===== config.mk =====
export PLATFORM = sky130hd
export DESIGN_NAME = rcr_queue
export DESIGN_NICKNAME = d
export VERILOG_FILES = /design/src/design/rcr_pkg.sv /design/src/design/rcr_queue.sv
export SDC_FILE = /design/constraint.sdc
export NUM_CORES = 1
export LEC_CHECK = 0
export ABC_AREA = 1
export BUFFER_PORTS_ARGS = -buffer_cell sky130_fd_sc_hd__buf_2
export CAP_MARGIN = 20
export CORE_MARGIN = 5
export CORE_UTILIZATION = 45
export DETAILED_ROUTE_END_ITERATION = 8
export PLACE_DENSITY = 0.7
export SLEW_MARGIN = 15
export SYNTH_ARGS = -nofsm -noshare
export SYNTH_HDL_FRONTEND = slang
export SYNTH_SLANG_ARGS = --single-unit

===== constraint.sdc =====
create_clock -name clk -period 38.6 [get_ports clk]
set_clock_uncertainty 0.05 [all_clocks]
set_input_delay 1.93 -clock clk [delete_from_list [all_inputs] [get_ports clk]]
set_output_delay 1.93 -clock clk [all_outputs]
set_load 0.05 [all_outputs]

===== src/design/rcr_pkg.sv =====
// Shared constants, codes and types of the rectangle canvas rasterizer.
package rcr_pkg;

	// Defaults of the top-level parameters.
	localparam int DEF_MAX_WIDTH  = 512;
	localparam int DEF_MAX_HEIGHT = 512;
	localparam int DEF_FRAC_BITS  = 8;

	// Fixed field widths.
	localparam int KIND_W      = 2;
	localparam int COORD_W     = 24;
	localparam int BOUND_W     = 32;
	localparam int CHAR_W      = 8;
	localparam int CELL_IDX_W  = 9;
	localparam int CFG_INDEX_W = 2;
	localparam int CFG_DATA_W  = 10;
	localparam int DIM_W       = 10;

	// Item kinds.
	localparam logic [KIND_W-1:0] KIND_CLEAR = 2'd0;
	localparam logic [KIND_W-1:0] KIND_DRAW  = 2'd1;
	localparam logic [KIND_W-1:0] KIND_READ  = 2'd2;

	// Configuration register indexes.
	localparam logic [CFG_INDEX_W-1:0] CFG_CANVAS_WIDTH    = 2'd0;
	localparam logic [CFG_INDEX_W-1:0] CFG_CANVAS_HEIGHT   = 2'd1;
	localparam logic [CFG_INDEX_W-1:0] CFG_BACKGROUND_CHAR = 2'd2;

	// Configuration reset values.
	localparam logic [DIM_W-1:0]  RST_CANVAS_WIDTH    = 10'd1;
	localparam logic [DIM_W-1:0]  RST_CANVAS_HEIGHT   = 10'd1;
	localparam logic [CHAR_W-1:0] RST_BACKGROUND_CHAR = 8'd32;

	// Result status codes.
	localparam logic STATUS_OK     = 1'b0;
	localparam logic STATUS_REJECT = 1'b1;

	// Command queue depth.
	localparam int QUEUE_DEPTH = 2;

	// Operations the back end carries out.
	typedef enum logic [1:0] {
		OP_CLEAR,
		OP_DRAW,
		OP_READ,
		OP_NONE
	} op_t;

	// Back end sequencer states.
	typedef enum logic [1:0] {
		B_IDLE,
		B_SWEEP,
		B_READ,
		B_RESP
	} back_state_t;

	// Classified command with precomputed rectangle bounds.
	typedef struct packed {
		op_t                        op;
		logic                       status;
		logic                       fill;
		logic [CHAR_W-1:0]          ch;
		logic signed [BOUND_W-1:0]  x0;
		logic signed [BOUND_W-1:0]  x1;
		logic signed [BOUND_W-1:0]  xr;
		logic signed [BOUND_W-1:0]  xr1;
		logic signed [BOUND_W-1:0]  y0;
		logic signed [BOUND_W-1:0]  y1;
		logic signed [BOUND_W-1:0]  yb;
		logic signed [BOUND_W-1:0]  yb1;
		logic [CELL_IDX_W-1:0]      row;
		logic [CELL_IDX_W-1:0]      col;
	} cmd_t;

endpackage


===== src/design/rcr_queue.sv =====
// Short command queue between the front end and the back end.
module rcr_queue (
	input  logic            clk,
	input  logic            arst_n,
	input  logic            push_valid,
	output logic            push_ready,
	input  rcr_pkg::cmd_t   push_cmd,
	output logic            pop_valid,
	input  logic            pop_ready,
	output rcr_pkg::cmd_t   pop_cmd
);

	localparam int DEPTH = rcr_pkg::QUEUE_DEPTH;
	localparam int AW    = (DEPTH > 1) ? $clog2(DEPTH) : 1;
	localparam int CNTW  = $clog2(DEPTH + 1);

	rcr_pkg::cmd_t    entry_q [DEPTH];
	logic [AW-1:0]    wr_ptr_q;
	logic [AW-1:0]    rd_ptr_q;
	logic [CNTW-1:0]  count_q;
	logic             do_push;
	logic             do_pop;

	assign push_ready = (count_q != CNTW'(DEPTH));
	assign pop_valid  = (count_q != '0);
	assign pop_cmd    = entry_q[rd_ptr_q];
	assign do_push    = push_valid && push_ready;
	assign do_pop     = pop_valid && pop_ready;

	// Pointers and fill count.
	always_ff @(posedge clk or negedge arst_n) begin
		if (!arst_n) begin
			wr_ptr_q <= '0;
			rd_ptr_q <= '0;
			count_q  <= '0;
		end else begin
			if (do_push) begin
				wr_ptr_q <= (wr_ptr_q == AW'(DEPTH - 1)) ? '0 : wr_ptr_q + AW'(1);
			end
			if (do_pop) begin
				rd_ptr_q <= (rd_ptr_q == AW'(DEPTH - 1)) ? '0 : rd_ptr_q + AW'(1);
			end
			if (do_push && !do_pop) begin
				count_q <= count_q + CNTW'(1);
			end else if (do_pop && !do_push) begin
				count_q <= count_q - CNTW'(1);
			end
		end
	end

	// Entry storage.
	always_ff @(posedge clk) begin
		if (do_push) begin
			entry_q[wr_ptr_q] <= push_cmd;
		end
	end

endmodule


==> impl_metrics.json <==
{
  "status": "finished, final reports clean",
  "grt_usage_pct": 18.9,
  "worst_pin_slew_ns": 1.13,
  "initial_core_util_pct": 45.4,
  "cts_tree": "built",
  "grt_pass1_wl_um": 74100,
  "period_needed_ns": 5.60,
  "finalWirelength_um": 51400,
  "max-slew-margin-rel_pct": 24.6,
  "clockBufferDepth": 3,
  "dr.pass1.iters": 5,
  "crit_type": "reg2out",
  "tns_ns": 0,
  "syn_avg_cell_area_um2": 13.9,
  "drc": 0,
  "grt_max_degree": 107,
  "top_level_ports": 578,
  "hold_class": "reg2reg",
  "ctsRootBufferMaster": "clkbuf_16",
  "antenna_found_initial": 12,
  "slew_violations": 0,
  "crit_buf_inv": 3,
  "synth_nets": 1813,
  "critPathCaptureType": "output port",
  "dp_hpwl_um": 34600,
  "cts-resized-gates": 0,
  "crit_required_ns": 36.62,
  "fin_crit_sh_pct": 14.5,
  "fillCellCount": 3742,
  "rows": 79,
  "die_h_um": 226,
  "fin_nets": 2398,
  "cts.sinks": 576,
  "gp_congestion": 0.854,
  "p_leak_nw": 11.2,
  "cp_cell_sequence": "buf_4, buf_4, nand2_1, nand2_1, buf_2",
  "cap_violations": 0,
  "critPathSlowestCell": "buf_4",
  "die_x_um": 226,
  "clock_latency_ns": 0.59,
  "via_per_inst": 4.81,
  "critPathTopFamily": "buffers and inverters",
  "p_per_area_mw_per_mm2": 96.7,
  "holdBufCountCts": 0,
  "ys_seq_area_share_pct": 81.9,
  "post-cts-setup-buffers": 0,
  "startpoint_type": "flip-flop",
  "hold_violations": 0,
  "placed_area_mm2": 0.0244,
  "syn_to_final_growth_pct": 23.9,
  "ir_drop_mv": 0.0868,
  "num_vias": 13300,
  "port_buffers": 577,
  "max_stage_delay_ns": 0.89,
  "drtIter0Drc": 879,
  "synthCells": 1522,
  "cp_max_fo": 95,
  "grt_pass1_vias": 13200,
  "die_area_mm2": 0.0513,
  "synth-seq-cells": 576,
  "utilization_pct": 56.2,
  "wl_per_cell_um": 18.6,
  "htreeDepth": 2,
  "ys.warnings.count": 0,
  "cts.clk_slew.worst_paths_ns": 0.07,
  "yosysUniqueCellTypes": 15,
  "fin_hold_ws_ns": 0.454,
  "gr-total-overflow": 0,
  "cts_buffers": 55,
  "core_area_mm2": 0.0465,
  "drive_gt1_share_pct": 31.1,
  "final_cell_area_mm2": 0.0261,
  "crit_arrival_ns": 3.62,
  "rsz0062_at_grt": "no",
  "antenna_left": 0,
  "fmax_mhz": 179,
  "setup_viol_count_final": 0,
  "syn-cell-area_mm2": 0.0211
}
## cells in the mapped netlist
cell type | number | area share, %
xnor2_1 | 1 | 0.042
nand2_1 | 868 | 15
nand4_1 | 1 | 0.030
edfxtp_1 | 572 | 81
nand3_1 | 2 | 0.047
ha_1 | 1 | 0.059
buf_4 | 7 | 0.25
buf_6 | 23 | 1.2
nor2_1 | 2 | 0.036
clkbuf_1 | 4 | 0.071
inv_1 | 6 | 0.11
buf_2 | 29 | 0.69
inv_4 | 1 | 0.030
dfrtp_1 | 4 | 0.47
xor2_1 | 1 | 0.042
## state kept, by name, summed over array words and instances, names as in the netlist
signal / cells
entry_q: 572
count_q: 2
wr_ptr_q: 1
rd_ptr_q: 1
## metrics by stage
stage / cells / power [W] / setup WS, ns
2_1_floorplan: 1522 / 0.00183 / 23.69
3_3_place_gp: 2656 / 0.00203 / 33.18
3_5_place_dp: 2656 / 0.00204 / 33.15
4_1_cts: 2755 / 0.00255 / 32.93
5_1_grt: 2763 / 0.00264 / 32.74
6_report: 2765 / 0.00253 / 33.00
## report_power, final
group,total (W),switching [W],internal (W)
Combinational,0.00113,0.000929,0.000197
Clock,0.000505,0.000216,0.000289
Sequential,0.000895,0.0000389,0.000856
Total,0.00253,0.00118,0.00134
## metal layers
metal | global-route usage (%) | vias up | wire (um)
met3 | 5.39 | 99 | 4020
met1 | 22.2 | 6396 | 18900
met5 | 0 | - | 46
met2 | 33.7 | 458 | 27000
li1 | - | 6333 | -
met4 | 5.76 | 8 | 1440
## worst register-to-register path, stage by stage (launching register included)
cell	delay [ns]
dfrtp_1	0.39
inv_1	0.09
nand2_1	0.12
nand2_1	0.20
nor2_4	0.12
buf_4	0.79
buf_4	0.82
buf_4	0.87
## cell type report
cell class	count	area (um2)	area share (%)
Clock buffer	72	1480	5.67
Sequential cell	576	17300	66.1
Timing Repair Buffer	591	3010	11.5
Inverter	7	33.8	0.129
Clock inverter	27	209	0.800
Tap cell	607	759	2.91
Antenna cell	9	22.5	0.0862
Multi-Input combinational cell	876	3330	12.7
## cell families (layout without fill, tap and decap cells)
| family | count (synthesis) | count (layout) | synth area share, % |
|---|---|---|---|
| simple gates | 873 | 873 | 15.6 |
| fa+ha+maj | 1 | 1 | 0.0593 |
| flops | 576 | 576 | 81.9 |
| other cells | 0 | 9 | 0 |
| xor+xnor | 2 | 2 | 0.0831 |
| buf+inv | 70 | 697 | 2.37 |
## cells in the final DEF, fill, tap and decap left out, drive strengths merged
cell type  count
nand3          2
nand4          1
clkbuf        72
ha             1
edfxtp       572
clkinvlp       2
xnor2          1
inv            8
nor2           2
buf          591
nand2        868
bufinv         3
dfrtp          4
clkinv        21
xor2           1
diode          9
## final timing paths
check / from / to / slack [ns] / depth (start not counted)
hold / removal: count_q[1]$_DFFE_PN0P_ / count_q[1]$_DFFE_PN0P_ / 0.45 / 2
setup / recovery: rd_ptr_q$_DFFE_PN0P_ / pop_cmd[131] / 33.00 / 5
setup reg to reg: count_q[0]$_DFFE_PN0P_ / entry_q[0][129]$_DFFE_PP_ / 34.69 / 7
min in group asynchronous: arst_n / rd_ptr_q$_DFFE_PN0P_ / 1.11 / 1
hold reg to reg: count_q[1]$_DFFE_PN0P_ / count_q[1]$_DFFE_PN0P_ / 0.45 / 2
max in group asynchronous: arst_n / rd_ptr_q$_DFFE_PN0P_ / 37.21 / 1
Power figures use the tool's default switching activity.
