===== src/design/rcr_pkg.sv =====
// Shared constants, codes and types of the rectangle canvas rasterizer.
package rcr_pkg;

	// Defaults of the top-level parameters.
	localparam int DEF_MAX_WIDTH  = 512;
	localparam int DEF_MAX_HEIGHT = 512;
	localparam int DEF_FRAC_BITS  = 8;

	// Fixed field widths.
	localparam int KIND_W      = 2;
	localparam int COORD_W     = 24;
	localparam int BOUND_W     = 32;
	localparam int CHAR_W      = 8;
	localparam int CELL_IDX_W  = 9;
	localparam int CFG_INDEX_W = 2;
	localparam int CFG_DATA_W  = 10;
	localparam int DIM_W       = 10;

	// Item kinds.
	localparam logic [KIND_W-1:0] KIND_CLEAR = 2'd0;
	localparam logic [KIND_W-1:0] KIND_DRAW  = 2'd1;
	localparam logic [KIND_W-1:0] KIND_READ  = 2'd2;

	// Configuration register indexes.
	localparam logic [CFG_INDEX_W-1:0] CFG_CANVAS_WIDTH    = 2'd0;
	localparam logic [CFG_INDEX_W-1:0] CFG_CANVAS_HEIGHT   = 2'd1;
	localparam logic [CFG_INDEX_W-1:0] CFG_BACKGROUND_CHAR = 2'd2;

	// Configuration reset values.
	localparam logic [DIM_W-1:0]  RST_CANVAS_WIDTH    = 10'd1;
	localparam logic [DIM_W-1:0]  RST_CANVAS_HEIGHT   = 10'd1;
	localparam logic [CHAR_W-1:0] RST_BACKGROUND_CHAR = 8'd32;

	// Result status codes.
	localparam logic STATUS_OK     = 1'b0;
	localparam logic STATUS_REJECT = 1'b1;

	// Command queue depth.
	localparam int QUEUE_DEPTH = 2;

	// Operations the back end carries out.
	typedef enum logic [1:0] {
		OP_CLEAR,
		OP_DRAW,
		OP_READ,
		OP_NONE
	} op_t;

	// Back end sequencer states.
	typedef enum logic [1:0] {
		B_IDLE,
		B_SWEEP,
		B_READ,
		B_RESP
	} back_state_t;

	// Classified command with precomputed rectangle bounds.
	typedef struct packed {
		op_t                        op;
		logic                       status;
		logic                       fill;
		logic [CHAR_W-1:0]          ch;
		logic signed [BOUND_W-1:0]  x0;
		logic signed [BOUND_W-1:0]  x1;
		logic signed [BOUND_W-1:0]  xr;
		logic signed [BOUND_W-1:0]  xr1;
		logic signed [BOUND_W-1:0]  y0;
		logic signed [BOUND_W-1:0]  y1;
		logic signed [BOUND_W-1:0]  yb;
		logic signed [BOUND_W-1:0]  yb1;
		logic [CELL_IDX_W-1:0]      row;
		logic [CELL_IDX_W-1:0]      col;
	} cmd_t;

endpackage


===== src/design/rcr_item_if.sv =====
// Input item channel of the rectangle canvas rasterizer.
interface rcr_item_if;
	logic                                      valid;
	logic                                      ready;
	logic [rcr_pkg::KIND_W-1:0]                kind;
	logic                                      fill_mode;
	logic signed [rcr_pkg::COORD_W-1:0]        rect_left;
	logic signed [rcr_pkg::COORD_W-1:0]        rect_top;
	logic signed [rcr_pkg::COORD_W-1:0]        rect_width;
	logic signed [rcr_pkg::COORD_W-1:0]        rect_height;
	logic [rcr_pkg::CHAR_W-1:0]                draw_char;
	logic [rcr_pkg::CELL_IDX_W-1:0]            cell_row;
	logic [rcr_pkg::CELL_IDX_W-1:0]            cell_col;

	modport source (
		output valid, kind, fill_mode, rect_left, rect_top, rect_width, rect_height,
			draw_char, cell_row, cell_col,
		input  ready
	);
	modport sink (
		input  valid, kind, fill_mode, rect_left, rect_top, rect_width, rect_height,
			draw_char, cell_row, cell_col,
		output ready
	);
endinterface


===== src/design/rcr_front.sv =====
// Front end: takes input beats, classifies them and precomputes rectangle bounds.
module rcr_front #(
	parameter int FRAC_BITS = rcr_pkg::DEF_FRAC_BITS
) (
	input  logic            clk,
	input  logic            arst_n,
	rcr_item_if.sink        items,
	output logic            push_valid,
	input  logic            push_ready,
	output rcr_pkg::cmd_t   push_cmd
);

	localparam int BW = rcr_pkg::BOUND_W;

	logic                                   valid_s1;
	logic [rcr_pkg::KIND_W-1:0]             kind_s1;
	logic                                   fill_s1;
	logic signed [rcr_pkg::COORD_W-1:0]     left_s1;
	logic signed [rcr_pkg::COORD_W-1:0]     top_s1;
	logic signed [rcr_pkg::COORD_W-1:0]     width_s1;
	logic signed [rcr_pkg::COORD_W-1:0]     height_s1;
	logic [rcr_pkg::CHAR_W-1:0]             char_s1;
	logic [rcr_pkg::CELL_IDX_W-1:0]         row_s1;
	logic [rcr_pkg::CELL_IDX_W-1:0]         col_s1;

	logic signed [BW-1:0] one;
	logic signed [BW-1:0] x;
	logic signed [BW-1:0] y;
	logic signed [BW-1:0] w;
	logic signed [BW-1:0] h;

	// The stage frees up whenever its beat moves on to the queue.
	assign items.ready = !valid_s1 || push_ready;
	assign push_valid  = valid_s1;

	always_ff @(posedge clk or negedge arst_n) begin
		if (!arst_n) begin
			valid_s1 <= 1'b0;
		end else if (items.ready) begin
			valid_s1 <= items.valid;
		end
	end

	// Capture the accepted beat.
	always_ff @(posedge clk) begin
		if (items.valid && items.ready) begin
			kind_s1   <= items.kind;
			fill_s1   <= items.fill_mode;
			left_s1   <= items.rect_left;
			top_s1    <= items.rect_top;
			width_s1  <= items.rect_width;
			height_s1 <= items.rect_height;
			char_s1   <= items.draw_char;
			row_s1    <= items.cell_row;
			col_s1    <= items.cell_col;
		end
	end

	// Sign-extend the coordinates into the bound width.
	assign one = signed'(BW'(1) << FRAC_BITS);
	assign x   = BW'(left_s1);
	assign y   = BW'(top_s1);
	assign w   = BW'(width_s1);
	assign h   = BW'(height_s1);

	// Classify the item and form the edges that the sweep compares against.
	always_comb begin
		push_cmd        = '0;
		push_cmd.fill   = fill_s1;
		push_cmd.ch     = char_s1;
		push_cmd.row    = row_s1;
		push_cmd.col    = col_s1;
		push_cmd.status = rcr_pkg::STATUS_OK;
		push_cmd.x0     = x;
		push_cmd.x1     = x + one;
		push_cmd.xr     = x + w;
		push_cmd.xr1    = x + w - one;
		push_cmd.y0     = y;
		push_cmd.y1     = y + one;
		push_cmd.yb     = y + h;
		push_cmd.yb1    = y + h - one;
		case (kind_s1)
			rcr_pkg::KIND_CLEAR: begin
				push_cmd.op = rcr_pkg::OP_CLEAR;
			end
			rcr_pkg::KIND_DRAW: begin
				if (w <= 0 || h <= 0) begin
					push_cmd.op     = rcr_pkg::OP_NONE;
					push_cmd.status = rcr_pkg::STATUS_REJECT;
				end else begin
					push_cmd.op = rcr_pkg::OP_DRAW;
				end
			end
			rcr_pkg::KIND_READ: begin
				push_cmd.op = rcr_pkg::OP_READ;
			end
			default: begin
				push_cmd.op = rcr_pkg::OP_NONE;
			end
		endcase
	end

endmodule


===== src/flat_wrapper.sv =====
// flat-port wrapper written by rule: the top's interface ports become plain ports
module rcr_front_flat 
#(
	parameter int FRAC_BITS = rcr_pkg::DEF_FRAC_BITS
)
  (clk, arst_n, push_valid, push_ready, push_cmd, items_valid, items_kind, items_fill_mode, items_rect_left, items_rect_top, items_rect_width, items_rect_height, items_draw_char, items_cell_row, items_cell_col, items_ready);
  rcr_item_if items_i ();
  input  logic clk;
  input  logic arst_n;
  output logic push_valid;
  input  logic push_ready;
  output rcr_pkg::cmd_t push_cmd;
  input wire logic [$bits(items_i.valid)-1:0] items_valid;
  input wire logic [$bits(items_i.kind)-1:0] items_kind;
  input wire logic [$bits(items_i.fill_mode)-1:0] items_fill_mode;
  input wire logic [$bits(items_i.rect_left)-1:0] items_rect_left;
  input wire logic [$bits(items_i.rect_top)-1:0] items_rect_top;
  input wire logic [$bits(items_i.rect_width)-1:0] items_rect_width;
  input wire logic [$bits(items_i.rect_height)-1:0] items_rect_height;
  input wire logic [$bits(items_i.draw_char)-1:0] items_draw_char;
  input wire logic [$bits(items_i.cell_row)-1:0] items_cell_row;
  input wire logic [$bits(items_i.cell_col)-1:0] items_cell_col;
  output wire logic [$bits(items_i.ready)-1:0] items_ready;
  assign items_i.valid = items_valid;
  assign items_i.kind = items_kind;
  assign items_i.fill_mode = items_fill_mode;
  assign items_i.rect_left = items_rect_left;
  assign items_i.rect_top = items_rect_top;
  assign items_i.rect_width = items_rect_width;
  assign items_i.rect_height = items_rect_height;
  assign items_i.draw_char = items_draw_char;
  assign items_i.cell_row = items_cell_row;
  assign items_i.cell_col = items_cell_col;
  assign items_ready = items_i.ready;
  rcr_front #(.FRAC_BITS(FRAC_BITS)) u_core (.clk(clk), .arst_n(arst_n), .items(items_i), .push_valid(push_valid), .push_ready(push_ready), .push_cmd(push_cmd));
endmodule

===== config.mk =====
export PLATFORM = sky130hd
export DESIGN_NAME = rcr_front_flat
export DESIGN_NICKNAME = d
export VERILOG_FILES = /design/src/design/rcr_pkg.sv /design/src/design/rcr_item_if.sv /design/src/design/rcr_front.sv /design/src/flat_wrapper.sv
export SDC_FILE = /design/constraint.sdc
export NUM_CORES = 1
export LEC_CHECK = 0
export BUFFER_PORTS_ARGS = -buffer_cell sky130_fd_sc_hd__buf_2
export CAP_MARGIN = 0
export CORE_MARGIN = 1.5
export CORE_UTILIZATION = 31
export DETAILED_ROUTE_END_ITERATION = 8
export SLEW_MARGIN = 0
export SYNTH_ARGS = -nofsm -noshare
export SYNTH_HDL_FRONTEND = slang
export SYNTH_SLANG_ARGS = --single-unit

===== constraint.sdc =====
create_clock -name clk -period 5.7 [get_ports clk]
set_input_delay 1.71 -clock clk [delete_from_list [all_inputs] [get_ports clk]]
set_output_delay 1.71 -clock clk [all_outputs]
set_load 0.02 [all_outputs]

==> flow_summary.yaml <==
run_status:
  status: "finished with violations"
  violations: "setup timing"
synth:
  synth_edf_count: 125
  yosys_warnings: 0
  postSynth.asyncResetShare_pct: 0.794
  avgSynthCellArea_um2: 10.4
  synth_cells: 833
  netlist_area_um2: 8680
  yosysSeqAreaShare_pct: 43.5
  syn_nets: 1016
  synth_cell_types: 88
  synth-main-ff-cell: "edfxtp_1"
  synth_seq_cells: 126
die:
  core_area_um2: 27700
  num_rows: 61
  dieArea_um2: 29000
  initial_core_util_pct: 31.3
  die_y_um: 170
  die_x_um: 170
  io_pins: 417
drt:
  avgViaCountPerCell: 4.88
  drt-initial-drc-count: 328
  drcViolationCount: 0
  routedWlPerCell_um: 17.1
  vias: 7875
  route.final.wire_length_um: 27600
  drtPass1Iterations: 5
  ant_nets: 0
layout:
  stdcell_count: 1613
  final_area_um2: 11900
  final_common_cell: "buf_2"
  drive_gt1_share_pct: 47.2
  area_growth_pct: 37.3
  final_cell_mix: "buf_2 (404), edfxtp_1 (125), nand2_1 (61)"
  regArea_um2: 3780
  multi_input_area_um2: 4460
  final_nets: 1403
  nFillCells: 2732
  utilization_pct: 43.0
clock_network:
  cts_max_path_buffers: 2
  worstSkewPairLatency_ns: 0.42
  cts.sinks: 126
  cts_tree: "done"
  htreeDepth: 4
  cts_buffers: 17
  cts_root_buf: "clkbuf_16"
  cts.clk_slew.worst_paths_ns: 0.07
timing:
  max_freq_mhz: 175
  finalSetupTns_ns: -0.00503
  hold_viol_final: 0
  timing.final.crit_period_ns: 5.71
  slew_headroom_pct: 45.1
  setup_viol: 1
  period_share_pct: 100
  slew_viol_final: 0
  whs_ns: 0.535
  worst_pin_slew_ns: 0.819
  grt_setup_unrepaired: "true"
  layout_setup_ws_ns: -0.00503
  skew_ns: 0.0125
global_routing:
  grt_pass1_vias: 7270
  grt_first_pass_wirelength_um: 39900
  met2_usage_pct: 30.1
  grtUsageTotal_pct: 18.1
  grtUsageMet1_pct: 22.5
  grt_antenna_before_repair: 6
  overflow: 0
  grt_busiest_layer: "met2"
  grt_max_degree: 70
  grtUsageMet3_pct: 5.58
worst_setup_path:
  cp_max_fo: 6
  cp_data_required_time_ns: 3.99
  start_kind: "flip-flop"
  crit_arrival_ns: 4.00
  crit_type: "flip-flop to output pin"
  end_kind: "output pin"
power:
  power_leakage_nw: 5.25
  finalPower_mw: 3.51
  ir_worst_vdd_mv: 0.164
  powerDensity_nw_per_um2: 295
placed_design:
  portBuffers: 416
  dp_hpwl_um: 21700
  pre_cts_ws_ns: 0.0358
  placed_cell_area_um2: 10800
  gp_congestion: 0.892
  dpl.cell_count: 1550
worst_hold_path:
  hp-class: "flip-flop to flip-flop"
run:
  cap_viol_max_count: 0
==> flip-flops by register name, summed over array words and instances (netlist names) <==
name / count
u_core.height_s1: 24
u_core.left_s1: 24
u_core.width_s1: 24
u_core.push_valid: 1
u_core.top_s1: 24
u_core.row_s1: 9
u_core.col_s1: 9
u_core.kind_s1: 2
u_core.char_s1: 8
u_core.fill_s1: 1
==> worst paths after layout <==
path	start	to	slack [ns]	depth (start not counted)
worst max-delay path	u_core.left_s1[1]	push_cmd[170]	-0.005	11
worst min-delay path	u_core.push_valid	u_core.push_valid	0.53	2
worst max register to register	u_core.push_valid	u_core.left_s1[8]	3.74	3
worst min register to register	u_core.push_valid	u_core.push_valid	0.53	2
max in group asynchronous	arst_n	u_core.push_valid	4.54	1
min in group asynchronous	arst_n	u_core.push_valid	1.06	1
==> power by group <==
part,switching [mW],internal (mW)
logic,0.813,0.489
registers,0.0474,1.08
clock network,0.468,0.610
total,1.33,2.18
==> metal layers <==
metal	share of wire (%)	wire length, um	vias to the layer above
li1	-	-	3826
met1	43	11900	3683
met2	48	13100	318
met3	7.2	2000	40
met4	1.8	493	8
met5	0.20	54	-
==> cells in the mapped netlist (17+ instances only) <==
library cell / instances / area [um2]
edfxtp_1: 125 / 3750
buf_4: 78 / 586
nand2_1: 64 / 240
ha_1: 52 / 651
a21oi_1: 49 / 245
nor2_1: 45 / 169
xnor2_1: 44 / 385
xor2_1: 35 / 307
nand3_1: 28 / 140
o21ai_0: 27 / 135
inv_1: 26 / 97.6
a21o_1: 23 / 173
and3_1: 17 / 106
nor3_1: 17 / 85.1
==> critical path, cell delays in order, from the launching register on <==
cell and delay (ns):
edfxtp_1 0.43, ha_1 0.35, a211oi_2 0.31, o21bai_4 0.14, a311oi_4 0.33, nor2_2 0.12, a211oi_2 0.35, xnor2_2 0.13
or4_1 0.51, or4_4 0.60, xnor2_2 0.15, buf_4 0.16
==> cells by family (layout without fill, tap and decap cells) <==
kind of cell | Yosys count | in the layout | synth area share, %
buf+inv | 127 | 527 | 9.03
compound gates | 187 | 187 | 15.3
other cells | 0 | 2 | 0
fa+ha+maj | 54 | 54 | 7.95
xor+xnor | 80 | 80 | 8.16
flops | 126 | 126 | 43.5
simple gates | 256 | 256 | 15.7
mux | 3 | 3 | 0.360
==> layout make-up <==
type	instances	area share [%]
multi-input combinational	580	37.4
clock buffer	18	3.60
timing repair buffer	469	21.3
inverter	26	0.818
clock inverter	14	1.13
sequential	126	31.7
antenna	2	0.0420
tap	378	3.97
==> timing repair <==
action	in CTS	in global routing
endpoints found under the setup margin	27	33
pin swaps	15	21
buffers inserted	14	15
gates resized for setup	24	63
hold buffers	0	0
(Power assumes the default switching activity.)
